===== src/rtl/hts_pkg.sv =====
// shared types and constants of the html tag stripper
// no dependencies; used by hts_cell, hts_outq and html_tag_stripper
`default_nettype none

package hts_pkg;

  localparam int WIN_DEPTH = 9;
  localparam int NUM_PAT   = 4;

  typedef logic [7:0] byte_t;
  typedef logic [3:0] fill_t;
  typedef logic [NUM_PAT-1:0][7:0] pat_col_t;
  typedef logic [NUM_PAT-1:0] pat_hit_t;

  typedef struct packed {
    byte_t out_byte;
    logic  byte_valid;
    logic  run_last;
    logic  text_end;
  } res_t;

  // pattern slots
  localparam int P_SCRIPT_OPEN  = 0;
  localparam int P_SCRIPT_CLOSE = 1;
  localparam int P_STYLE_OPEN   = 2;
  localparam int P_STYLE_CLOSE  = 3;

  localparam fill_t LEN_SCRIPT_OPEN  = 4'd7;
  localparam fill_t LEN_SCRIPT_CLOSE = 4'd9;
  localparam fill_t LEN_STYLE_OPEN   = 4'd6;
  localparam fill_t LEN_STYLE_CLOSE  = 4'd8;

  localparam fill_t FILL_FULL = 4'd9;

  localparam logic [0:WIN_DEPTH-1][7:0] PAT_SCRIPT_OPEN  = {"<script", 16'h0000};
  localparam logic [0:WIN_DEPTH-1][7:0] PAT_SCRIPT_CLOSE = {"</script>"};
  localparam logic [0:WIN_DEPTH-1][7:0] PAT_STYLE_OPEN   = {"<style", 24'h000000};
  localparam logic [0:WIN_DEPTH-1][7:0] PAT_STYLE_CLOSE  = {"</style>", 8'h00};

  localparam byte_t CH_LT    = 8'h3C;
  localparam byte_t CH_GT    = 8'h3E;
  localparam byte_t CH_SPACE = 8'h20;

  localparam fill_t SKIP_SCRIPT = 4'd8;
  localparam fill_t SKIP_STYLE  = 4'd7;

  function automatic pat_col_t pat_col(input int pos);
    pat_col_t col;
    col[P_SCRIPT_OPEN]  = PAT_SCRIPT_OPEN[pos];
    col[P_SCRIPT_CLOSE] = PAT_SCRIPT_CLOSE[pos];
    col[P_STYLE_OPEN]   = PAT_STYLE_OPEN[pos];
    col[P_STYLE_CLOSE]  = PAT_STYLE_CLOSE[pos];
    return col;
  endfunction

endpackage

`default_nettype wire


===== src/rtl/hts_ifs.sv =====
// valid/ready channel interfaces of the html tag stripper
// no dependencies beyond plain logic types
`default_nettype none

interface hts_in_if;
  logic       valid;
  logic       ready;
  logic [7:0] in_byte;
  logic       in_last;

  modport source (output valid, output in_byte, output in_last, input ready);
  modport sink   (input valid, input in_byte, input in_last, output ready);
endinterface

interface hts_out_if;
  logic       valid;
  logic       ready;
  logic [7:0] out_byte;
  logic       byte_valid;
  logic       run_last;
  logic       text_end;

  modport source (output valid, output out_byte, output byte_valid,
                  output run_last, output text_end, input ready);
  modport sink   (input valid, input out_byte, input byte_valid,
                  input run_last, input text_end, output ready);
endinterface

`default_nettype wire


===== src/rtl/hts_cell.sv =====
// one position of the lookahead window: byte register and pattern compare
// depends on hts_pkg
`default_nettype none

module hts_cell (
  input  wire              clk,
  input  wire              wr_i,
  input  wire              shift_i,
  input  hts_pkg::byte_t   nb_i,
  input  hts_pkg::byte_t   in_byte_i,
  input  hts_pkg::pat_col_t pat_i,
  output hts_pkg::byte_t   data_o,
  output hts_pkg::pat_hit_t hit_o
);
  import hts_pkg::*;

  byte_t data_r;
  byte_t data_nxt;

  always_comb begin
    data_nxt = data_r;
    if (wr_i) begin
      data_nxt = in_byte_i;
    end else if (shift_i) begin
      data_nxt = nb_i;
    end
  end

  always_ff @(posedge clk) begin
    data_r <= data_nxt;
  end

  always_comb begin
    for (int p = 0; p < NUM_PAT; p++) begin
      hit_o[p] = (data_r == pat_i[p]);
    end
  end

  assign data_o = data_r;

endmodule

`default_nettype wire


===== src/rtl/hts_outq.sv =====
// two-entry result queue driving the output channel
// depends on hts_pkg and hts_ifs
`default_nettype none

module hts_outq (
  input  wire           clk,
  input  wire           rst_n,
  input  wire           push_i,
  input  hts_pkg::res_t data_i,
  output logic          full_o,
  hts_out_if.source     out_ch
);
  import hts_pkg::*;

  logic [1:0] cnt_r, cnt_nxt;
  res_t       e0_r, e0_nxt;
  res_t       e1_r, e1_nxt;
  logic       pop;
  logic [1:0] slot;

  assign pop  = out_ch.valid && out_ch.ready;
  assign slot = cnt_r - {1'b0, pop};

  always_comb begin
    e0_nxt  = e0_r;
    e1_nxt  = e1_r;
    cnt_nxt = cnt_r + {1'b0, push_i} - {1'b0, pop};
    if (pop) begin
      e0_nxt = e1_r;
    end
    if (push_i) begin
      if (slot == 2'd0) begin
        e0_nxt = data_i;
      end else begin
        e1_nxt = data_i;
      end
    end
  end

  always_ff @(posedge clk) begin
    if (!rst_n) begin
      cnt_r <= 2'd0;
    end else begin
      cnt_r <= cnt_nxt;
    end
  end

  always_ff @(posedge clk) begin
    e0_r <= e0_nxt;
    e1_r <= e1_nxt;
  end

  assign full_o            = (cnt_r == 2'd2);
  assign out_ch.valid      = (cnt_r != 2'd0);
  assign out_ch.out_byte   = e0_r.out_byte;
  assign out_ch.byte_valid = e0_r.byte_valid;
  assign out_ch.run_last   = e0_r.run_last;
  assign out_ch.text_end   = e0_r.text_end;

endmodule

`default_nettype wire


===== src/rtl/html_tag_stripper.sv =====
// Streaming html tag stripper. Bytes enter a nine-cell window chain; the head
// cell is judged against script/style open and close patterns and tag
// brackets, one position per cycle while the queue is not full. While text
// streams in, one byte is taken every cycle unless window and queue are both
// full, and each byte leaves a result at most; the first judgement waits for
// the ninth byte, and each result is registered in the queue before it is
// offered. After a transfer with in_last set, input is held off while the window
// drains its pending bytes (up to nine) through the single judge at the head of
// the chain, then closes the text. Results pass through a two-entry queue, so
// a stalled output only holds off input once both entries are taken.
// depends on hts_pkg, hts_ifs, hts_cell and hts_outq
`default_nettype none

module html_tag_stripper (
  input  wire      clk,
  input  wire      rst_n,
  hts_in_if.sink   in_ch,
  hts_out_if.source out_ch
);
  import hts_pkg::*;

  fill_t fill_r, fill_nxt;
  fill_t skip_r, skip_nxt;
  logic  tag_r, tag_nxt;
  logic  script_r, script_nxt;
  logic  style_r, style_nxt;
  logic  drain_r, drain_nxt;
  logic  held_v_r, held_v_nxt;
  byte_t held_r, held_nxt;

  logic  q_full;
  logic  judge;
  logic  finish;
  logic  acc;
  fill_t widx;

  byte_t    cell_data [WIN_DEPTH];
  byte_t    cell_nb   [WIN_DEPTH];
  pat_hit_t cell_hit  [WIN_DEPTH];

  logic m_so, m_sc, m_yo, m_yc;

  logic  emit;
  byte_t ob;
  fill_t j_skip;
  logic  j_tag, j_script, j_style;

  logic push;
  res_t push_data;

  // control
  assign judge  = !q_full && (drain_r ? (fill_r != 4'd0) : (fill_r == FILL_FULL));
  assign finish = !q_full && drain_r && (fill_r == 4'd0);
  assign in_ch.ready = !drain_r && ((fill_r != FILL_FULL) || !q_full);
  assign acc    = in_ch.valid && in_ch.ready;
  assign widx   = fill_r - {3'b000, judge};

  // window chain
  for (genvar i = 0; i < WIN_DEPTH; i++) begin : g_cell
    if (i == WIN_DEPTH - 1) begin : g_tail
      assign cell_nb[i] = 8'h00;
    end else begin : g_mid
      assign cell_nb[i] = cell_data[i+1];
    end

    hts_cell u_cell (
      .clk       (clk),
      .wr_i      (acc && (widx == 4'(i))),
      .shift_i   (judge),
      .nb_i      (cell_nb[i]),
      .in_byte_i (in_ch.in_byte),
      .pat_i     (pat_col(i)),
      .data_o    (cell_data[i]),
      .hit_o     (cell_hit[i])
    );
  end

  // pattern match at the head, only for patterns that fit
  always_comb begin
    m_so = (fill_r >= LEN_SCRIPT_OPEN);
    m_sc = (fill_r >= LEN_SCRIPT_CLOSE);
    m_yo = (fill_r >= LEN_STYLE_OPEN);
    m_yc = (fill_r >= LEN_STYLE_CLOSE);
    for (int i = 0; i < WIN_DEPTH; i++) begin
      if (4'(i) < LEN_SCRIPT_OPEN)  m_so = m_so && cell_hit[i][P_SCRIPT_OPEN];
      if (4'(i) < LEN_SCRIPT_CLOSE) m_sc = m_sc && cell_hit[i][P_SCRIPT_CLOSE];
      if (4'(i) < LEN_STYLE_OPEN)   m_yo = m_yo && cell_hit[i][P_STYLE_OPEN];
      if (4'(i) < LEN_STYLE_CLOSE)  m_yc = m_yc && cell_hit[i][P_STYLE_CLOSE];
    end
  end

  // judge the head position
  always_comb begin
    emit     = 1'b0;
    ob       = cell_data[0];
    j_skip   = skip_r;
    j_tag    = tag_r;
    j_script = script_r;
    j_style  = style_r;
    if (skip_r != 4'd0) begin
      j_skip = skip_r - 4'd1;
    end else begin
      j_script = script_r || m_so;
      if (m_sc) begin
        j_script = 1'b0;
        j_skip   = SKIP_SCRIPT;
      end else if (!j_script) begin
        j_style = style_r || m_yo;
        if (m_yc) begin
          j_style = 1'b0;
          j_skip  = SKIP_STYLE;
        end else if (!j_style) begin
          if (cell_data[0] == CH_LT) begin
            j_tag = 1'b1;
            emit  = 1'b1;
            ob    = CH_SPACE;
          end else if (cell_data[0] == CH_GT) begin
            j_tag = 1'b0;
          end else if (!tag_r) begin
            emit = 1'b1;
          end
        end
      end
    end
  end

  // next state
  always_comb begin
    fill_nxt   = fill_r - {3'b000, judge} + {3'b000, acc};
    skip_nxt   = skip_r;
    tag_nxt    = tag_r;
    script_nxt = script_r;
    style_nxt  = style_r;
    drain_nxt  = drain_r;
    held_nxt   = held_r;
    held_v_nxt = held_v_r;
    if (acc && in_ch.in_last) begin
      drain_nxt = 1'b1;
    end
    if (judge) begin
      skip_nxt   = j_skip;
      tag_nxt    = j_tag;
      script_nxt = j_script;
      style_nxt  = j_style;
      if (drain_r && emit) begin
        held_nxt   = ob;
        held_v_nxt = 1'b1;
      end
    end
    if (finish) begin
      skip_nxt   = 4'd0;
      tag_nxt    = 1'b0;
      script_nxt = 1'b0;
      style_nxt  = 1'b0;
      drain_nxt  = 1'b0;
      held_v_nxt = 1'b0;
    end
  end

  // results into the queue
  always_comb begin
    push      = 1'b0;
    push_data = '{out_byte: ob, byte_valid: 1'b1, run_last: 1'b1, text_end: 1'b0};
    if (judge && !drain_r && emit) begin
      push = 1'b1;
    end else if (judge && drain_r && emit && held_v_r) begin
      push      = 1'b1;
      push_data = '{out_byte: held_r, byte_valid: 1'b1, run_last: 1'b0, text_end: 1'b0};
    end else if (finish) begin
      push      = 1'b1;
      push_data = '{out_byte: held_v_r ? held_r : 8'h00, byte_valid: held_v_r,
                    run_last: 1'b1, text_end: 1'b1};
    end
  end

  always_ff @(posedge clk) begin
    if (!rst_n) begin
      fill_r   <= 4'd0;
      skip_r   <= 4'd0;
      tag_r    <= 1'b0;
      script_r <= 1'b0;
      style_r  <= 1'b0;
      drain_r  <= 1'b0;
      held_v_r <= 1'b0;
    end else begin
      fill_r   <= fill_nxt;
      skip_r   <= skip_nxt;
      tag_r    <= tag_nxt;
      script_r <= script_nxt;
      style_r  <= style_nxt;
      drain_r  <= drain_nxt;
      held_v_r <= held_v_nxt;
    end
  end

  always_ff @(posedge clk) begin
    held_r <= held_nxt;
  end

  hts_outq u_outq (
    .clk    (clk),
    .rst_n  (rst_n),
    .push_i (push),
    .data_i (push_data),
    .full_o (q_full),
    .out_ch (out_ch)
  );

endmodule

`default_nettype wire


===== src/flat_wrapper.sv =====
// flat-port wrapper written by rule: the top's interface ports become plain ports
module html_tag_stripper_flat import hts_pkg::*;
  (clk, rst_n, in_ch_valid, in_ch_in_byte, in_ch_in_last, in_ch_ready, out_ch_valid, out_ch_out_byte, out_ch_byte_valid, out_ch_run_last, out_ch_text_end, out_ch_ready);
  hts_in_if in_ch_i ();
  hts_out_if out_ch_i ();
  input  wire clk;
  input  wire rst_n;
  input wire logic [$bits(in_ch_i.valid)-1:0] in_ch_valid;
  input wire logic [$bits(in_ch_i.in_byte)-1:0] in_ch_in_byte;
  input wire logic [$bits(in_ch_i.in_last)-1:0] in_ch_in_last;
  output wire logic [$bits(in_ch_i.ready)-1:0] in_ch_ready;
  output wire logic [$bits(out_ch_i.valid)-1:0] out_ch_valid;
  output wire logic [$bits(out_ch_i.out_byte)-1:0] out_ch_out_byte;
  output wire logic [$bits(out_ch_i.byte_valid)-1:0] out_ch_byte_valid;
  output wire logic [$bits(out_ch_i.run_last)-1:0] out_ch_run_last;
  output wire logic [$bits(out_ch_i.text_end)-1:0] out_ch_text_end;
  input wire logic [$bits(out_ch_i.ready)-1:0] out_ch_ready;
  assign in_ch_i.valid = in_ch_valid;
  assign in_ch_i.in_byte = in_ch_in_byte;
  assign in_ch_i.in_last = in_ch_in_last;
  assign in_ch_ready = in_ch_i.ready;
  assign out_ch_valid = out_ch_i.valid;
  assign out_ch_out_byte = out_ch_i.out_byte;
  assign out_ch_byte_valid = out_ch_i.byte_valid;
  assign out_ch_run_last = out_ch_i.run_last;
  assign out_ch_text_end = out_ch_i.text_end;
  assign out_ch_i.ready = out_ch_ready;
  html_tag_stripper u_core (.clk(clk), .rst_n(rst_n), .in_ch(in_ch_i), .out_ch(out_ch_i));
endmodule

===== config.mk =====
export PLATFORM = sky130hd
export DESIGN_NAME = html_tag_stripper_flat
export DESIGN_NICKNAME = d
export VERILOG_FILES = /design/src/rtl/hts_pkg.sv /design/src/rtl/hts_ifs.sv /design/src/rtl/hts_cell.sv /design/src/rtl/hts_outq.sv /design/src/rtl/html_tag_stripper.sv /design/src/flat_wrapper.sv
export SDC_FILE = /design/constraint.sdc
export NUM_CORES = 1
export LEC_CHECK = 0
export ABC_AREA = 1
export BUFFER_PORTS_ARGS = -buffer_cell sky130_fd_sc_hd__buf_2
export CORE_ASPECT_RATIO = 0.8
export CORE_MARGIN = 4
export CORE_UTILIZATION = 35
export CTS_BUF_LIST = sky130_fd_sc_hd__clkbuf_4 sky130_fd_sc_hd__clkbuf_8 sky130_fd_sc_hd__clkbuf_16
export DETAILED_ROUTE_END_ITERATION = 10
export SYNTH_ARGS = -nofsm -noshare
export SYNTH_HDL_FRONTEND = slang
export SYNTH_HIERARCHICAL = 1
export SYNTH_SLANG_ARGS = --single-unit
export TNS_END_PERCENT = 50

===== constraint.sdc =====
create_clock -name clk -period 3.35 [get_ports clk]
set_clock_uncertainty 0.15 [all_clocks]
set_input_delay 0.5025 -clock clk [delete_from_list [all_inputs] [get_ports clk]]
set_output_delay 0.5025 -clock clk [all_outputs]
set_load 0.02 [all_outputs]

==> out/summary.log <==
qor: outcome.run_status finished, final reports clean
qor: detailed_routing.remaining_drc_errors 0
qor: detailed_routing.route.detailed.wl_per_inst 9.169 um
qor: setup_path.cp.required 3.37 ns
qor: setup_path.path_cells nor2_4 -> nand2_2 -> nor2_4 -> nand3_2 -> nand2_4 -> ha_1 -> ha_1 -> or2_2 -> nand2_1 -> inv_1 -> nand2_2 -> nor2_1 -> inv_1 -> nand2_1 -> nand2_1
qor: pwr.internal-power 0.004224 W
qor: cells_and_area.final_core_util 45.93%
qor: timing.setup_viol 0
qor: pwr.total_leakage_power 8.740 nW
qor: placement.placed_cells 2,800
qor: detailed_routing.drc_violation_total_after_the_first_tritonroute_iteration 519
qor: cells_and_area.n_antenna_cell 0
qor: detailed_routing.route.vias.total 10.63k
qor: clocking.clockBufferDepth 2
qor: detailed_routing.antenna_violating_nets_post_route 0
qor: pwr.power_frac_seq 36.3%
qor: setup_path.critical_path.top_delay_family simple AND/OR/NAND/NOR gates
qor: setup_path.critPathSlowestCell sky130_fd_sc_hd__nor2_1
qor: timing.maximum_clock_frequency 328.7 MHz
qor: floorplanning.coreArea 29,430 um^2
qor: setup_path.timing.critical_path.depth 15
qor: global_route.grt_remaining_overflow 0
qor: global_route.first_global_vias 9,297
qor: floorplanning.fp.dieArea 32,840 um^2
qor: cells_and_area.layoutNonFillerInstCount 2,832
qor: logic_synthesis.avg_cell_area_syn 5.479 um^2
qor: detailed_routing.firstDrtPassIters 5
qor: placement.quantity_of_i_o_buffers_inserted_on_ports 25
qor: placement.finalWeightedCongestion 0.8282
qor: clocking.clock_latency 0.42 ns
qor: logic_synthesis.netlist_area 10,500 um^2
qor: setup_path.r2r.worst_path.cells 15
qor: cells_and_area.layout-drive-gt1-share 7.617%
qor: clocking.cts-htree-levels 4
qor: setup_path.crit_path_end_kind flip-flop
qor: setup_path.r2r_slack 0.31 ns
qor: timing.maxSlewViolCount 0
qor: timing.worst_slew_margin_rel 42.28%
qor: setup_path.critPathMostFrequentCell sky130_fd_sc_hd__nand2_1
qor: logic_synthesis.synth_warnings 6
qor: placement.hpwl 20.98 mm
qor: timing.period_share 90.81%
qor: pwr.switchingPower 0.003123 W
qor: logic_synthesis.synthCells 1,916
qor: setup_path.cpPeakStageDelay 0.50 ns
qor: setup_path.critPathArrivalTime 3.06 ns
qor: floorplanning.start_util 35.67%
qor: clocking.clkTransAtPathRegs 0.06 ns
qor: detailed_routing.wire_length_after_detailed_routing 25.97 mm
qor: setup_path.worst-path-buf-inv 2
qor: detailed_routing.viasPerCell 3.752
qor: setup_path.timing.setup.critical_path_class flip-flop to flip-flop
qor: floorplanning.row_count 56
qor: clocking.tritoncts.num_buffers 17
qor: global_route.maximum_number_of_pins_on_one_net_before_global_route_repair 18
qor: setup_path.crit_path_start_kind flip-flop
qor: floorplanning.die_h 162.9 um
qor: pwr.power_per_cell_area 543.6 nW/um^2
qor: worst_hold_path.hold_path_class input port to flip-flop
qor: flow_run.maxCapViolations 0
qor: cells_and_area.area_delta_synth_final 28.75%
qor: global_route.grt_pass1_wl 43.61 mm
qor: pwr.power.ir.vdd_worst 0.0003712 V
qor: clocking.cts.sink_count 117
qor: clocking.cts_tree built
qor: timing.final_hold_viol_count 0
qor: worst_hold_path.worst_hold_path.num_cells 3
qor: floorplanning.die_width 201.6 um
qor: cells_and_area.final_net_count 2,461
qor: global_route.number_of_antenna_violations_at_the_first_check_in_global_routing 0
qor: global_route.grt_util_all_layers 16.18%
qor: timing.grt_setup_unrepaired false
qor: timing.period_minus_slack 3.042 ns
qor: setup_path.worst-path-max-fanout 10
qor: timing.setup_total_negative_slack 0 ns
qor: clocking.cts_root_buf sky130_fd_sc_hd__clkbuf_16
qor: floorplanning.floorplan.io_pins 26
qor: pwr.clock_power_share 23.7%
qor: timing.worstMarginPinSlew 0.8600 ns
qor: pwr.pwr-share-comb 39.9%
qor: pwr.netSwitchingFraction 42.50%
## per-stage QoR
step / total power, W / worst slack (ns) / hold WS [ns] / area, um^2
finish: 0.007347 / 0.3079 / 0.2074 / 13520
global route: 0.008025 / 0.02034 / 0.2099 / 13520
CTS: 0.007377 / 0.2930 / 0.1850 / 13510
detailed placement: 0.005612 / 0.3112 / 0.3026 / 12940
global placement: 0.005554 / 0.3935 / 0.2992 / 12940
floorplan: 0.004778 / 0.3141 / 0.2847 / 12320
## path summary, 6_finish.rpt
kind	startpoint	endpoint
max	u_core/fill_r[2]	u_core/g_cell[4].u_cell/data_o[7]
min	in_ch_in_last	u_core/drain_r
max reg2reg	u_core/fill_r[2]	u_core/g_cell[4].u_cell/data_o[7]
min reg2reg	u_core/script_r	u_core/script_r
## metal layers
layer  global-route usage, %  up-vias  routed length [um]
met5                       0        -                   0
met4                   2.826        0                 209
met3                   2.349       15                 814
met2                   27.25      146               11580
met1                   22.52     4317               13370
li1                        -     6148                   -
## power by group through the flow
stage | Combinational, W | Sequential, W | Clock, W
6_report | 0.00293 | 0.00267 | 0.00174
5_1_grt | 0.00344 | 0.00275 | 0.00184
4_1_cts | 0.00291 | 0.00269 | 0.00178
3_5_place_dp | 0.00290 | 0.00272 | 0
3_3_place_gp | 0.00285 | 0.00270 | 0
2_1_floorplan | 0.00219 | 0.00259 | 0
## worst register-to-register path, stage by stage (launching register included)
cell	delay (ns)
sky130_fd_sc_hd__dfxtp_1	0.37
sky130_fd_sc_hd__nor2_4	0.18
sky130_fd_sc_hd__nand2_2	0.08
sky130_fd_sc_hd__nor2_4	0.13
sky130_fd_sc_hd__nand3_2	0.11
sky130_fd_sc_hd__nand2_4	0.07
sky130_fd_sc_hd__ha_1	0.16
sky130_fd_sc_hd__ha_1	0.16
sky130_fd_sc_hd__or2_2	0.10
sky130_fd_sc_hd__nand2_1	0.09
sky130_fd_sc_hd__inv_1	0.13
sky130_fd_sc_hd__nand2_2	0.10
sky130_fd_sc_hd__nor2_1	0.50
sky130_fd_sc_hd__inv_1	0.28
sky130_fd_sc_hd__nand2_1	0.12
sky130_fd_sc_hd__nand2_1	0.06
## state kept, by name, summed over array words and instances (netlist names), 2 cells and up
register                       flops
u_core/skip_r                      4
u_core/held_r                      8
u_core/g_cell.u_cell/data_o       72
u_core/u_outq/e1_r                11
u_core/fill_r                      4
u_core/u_outq/cnt_r                2
u_core/u_outq/out_ch.out_byte      8
## layout by cell type, fill, tap and decap left out, types with 4 or more instances in the layout
cell type / n
sky130_fd_sc_hd__inv_2: 66
sky130_fd_sc_hd__nand3_1: 50
sky130_fd_sc_hd__inv_1: 316
sky130_fd_sc_hd__or2_2: 10
sky130_fd_sc_hd__nor4_1: 5
sky130_fd_sc_hd__o21ai_1: 5
sky130_fd_sc_hd__nand2_2: 9
sky130_fd_sc_hd__dfxtp_1: 26
sky130_fd_sc_hd__nand3_2: 8
sky130_fd_sc_hd__clkinvlp_4: 5
sky130_fd_sc_hd__edfxtp_1: 91
sky130_fd_sc_hd__nor3_1: 4
sky130_fd_sc_hd__nand2_1: 1084
sky130_fd_sc_hd__nor2_1: 173
sky130_fd_sc_hd__a21oi_1: 9
sky130_fd_sc_hd__clkbuf_16: 17
sky130_fd_sc_hd__conb_1: 488
sky130_fd_sc_hd__buf_2: 25
sky130_fd_sc_hd__buf_4: 17
sky130_fd_sc_hd__ha_1: 6
## final cells by class
class / instances / area, um^2
Multi-Input combinational cell: 1881 / 7527
Fill cell: 3200 / 15910
Tap cell: 377 / 471.7
Timing Repair Buffer: 42 / 252.7
Sequential cell: 117 / 3253
Clock buffer: 18 / 432.9
Clock inverter: 14 / 137.6
Inverter: 383 / 1440
## repair_timing
action / 4_1_cts / 5_1_grt
gates resized for setup: 0 / 1
endpoints found under the setup margin: 0 / 7
hold endpoints to repair: 0 / 0
buffers inserted: 0 / 0
hold buffers: 0 / 0
No activity file was read; power rests on OpenSTA's default activity.
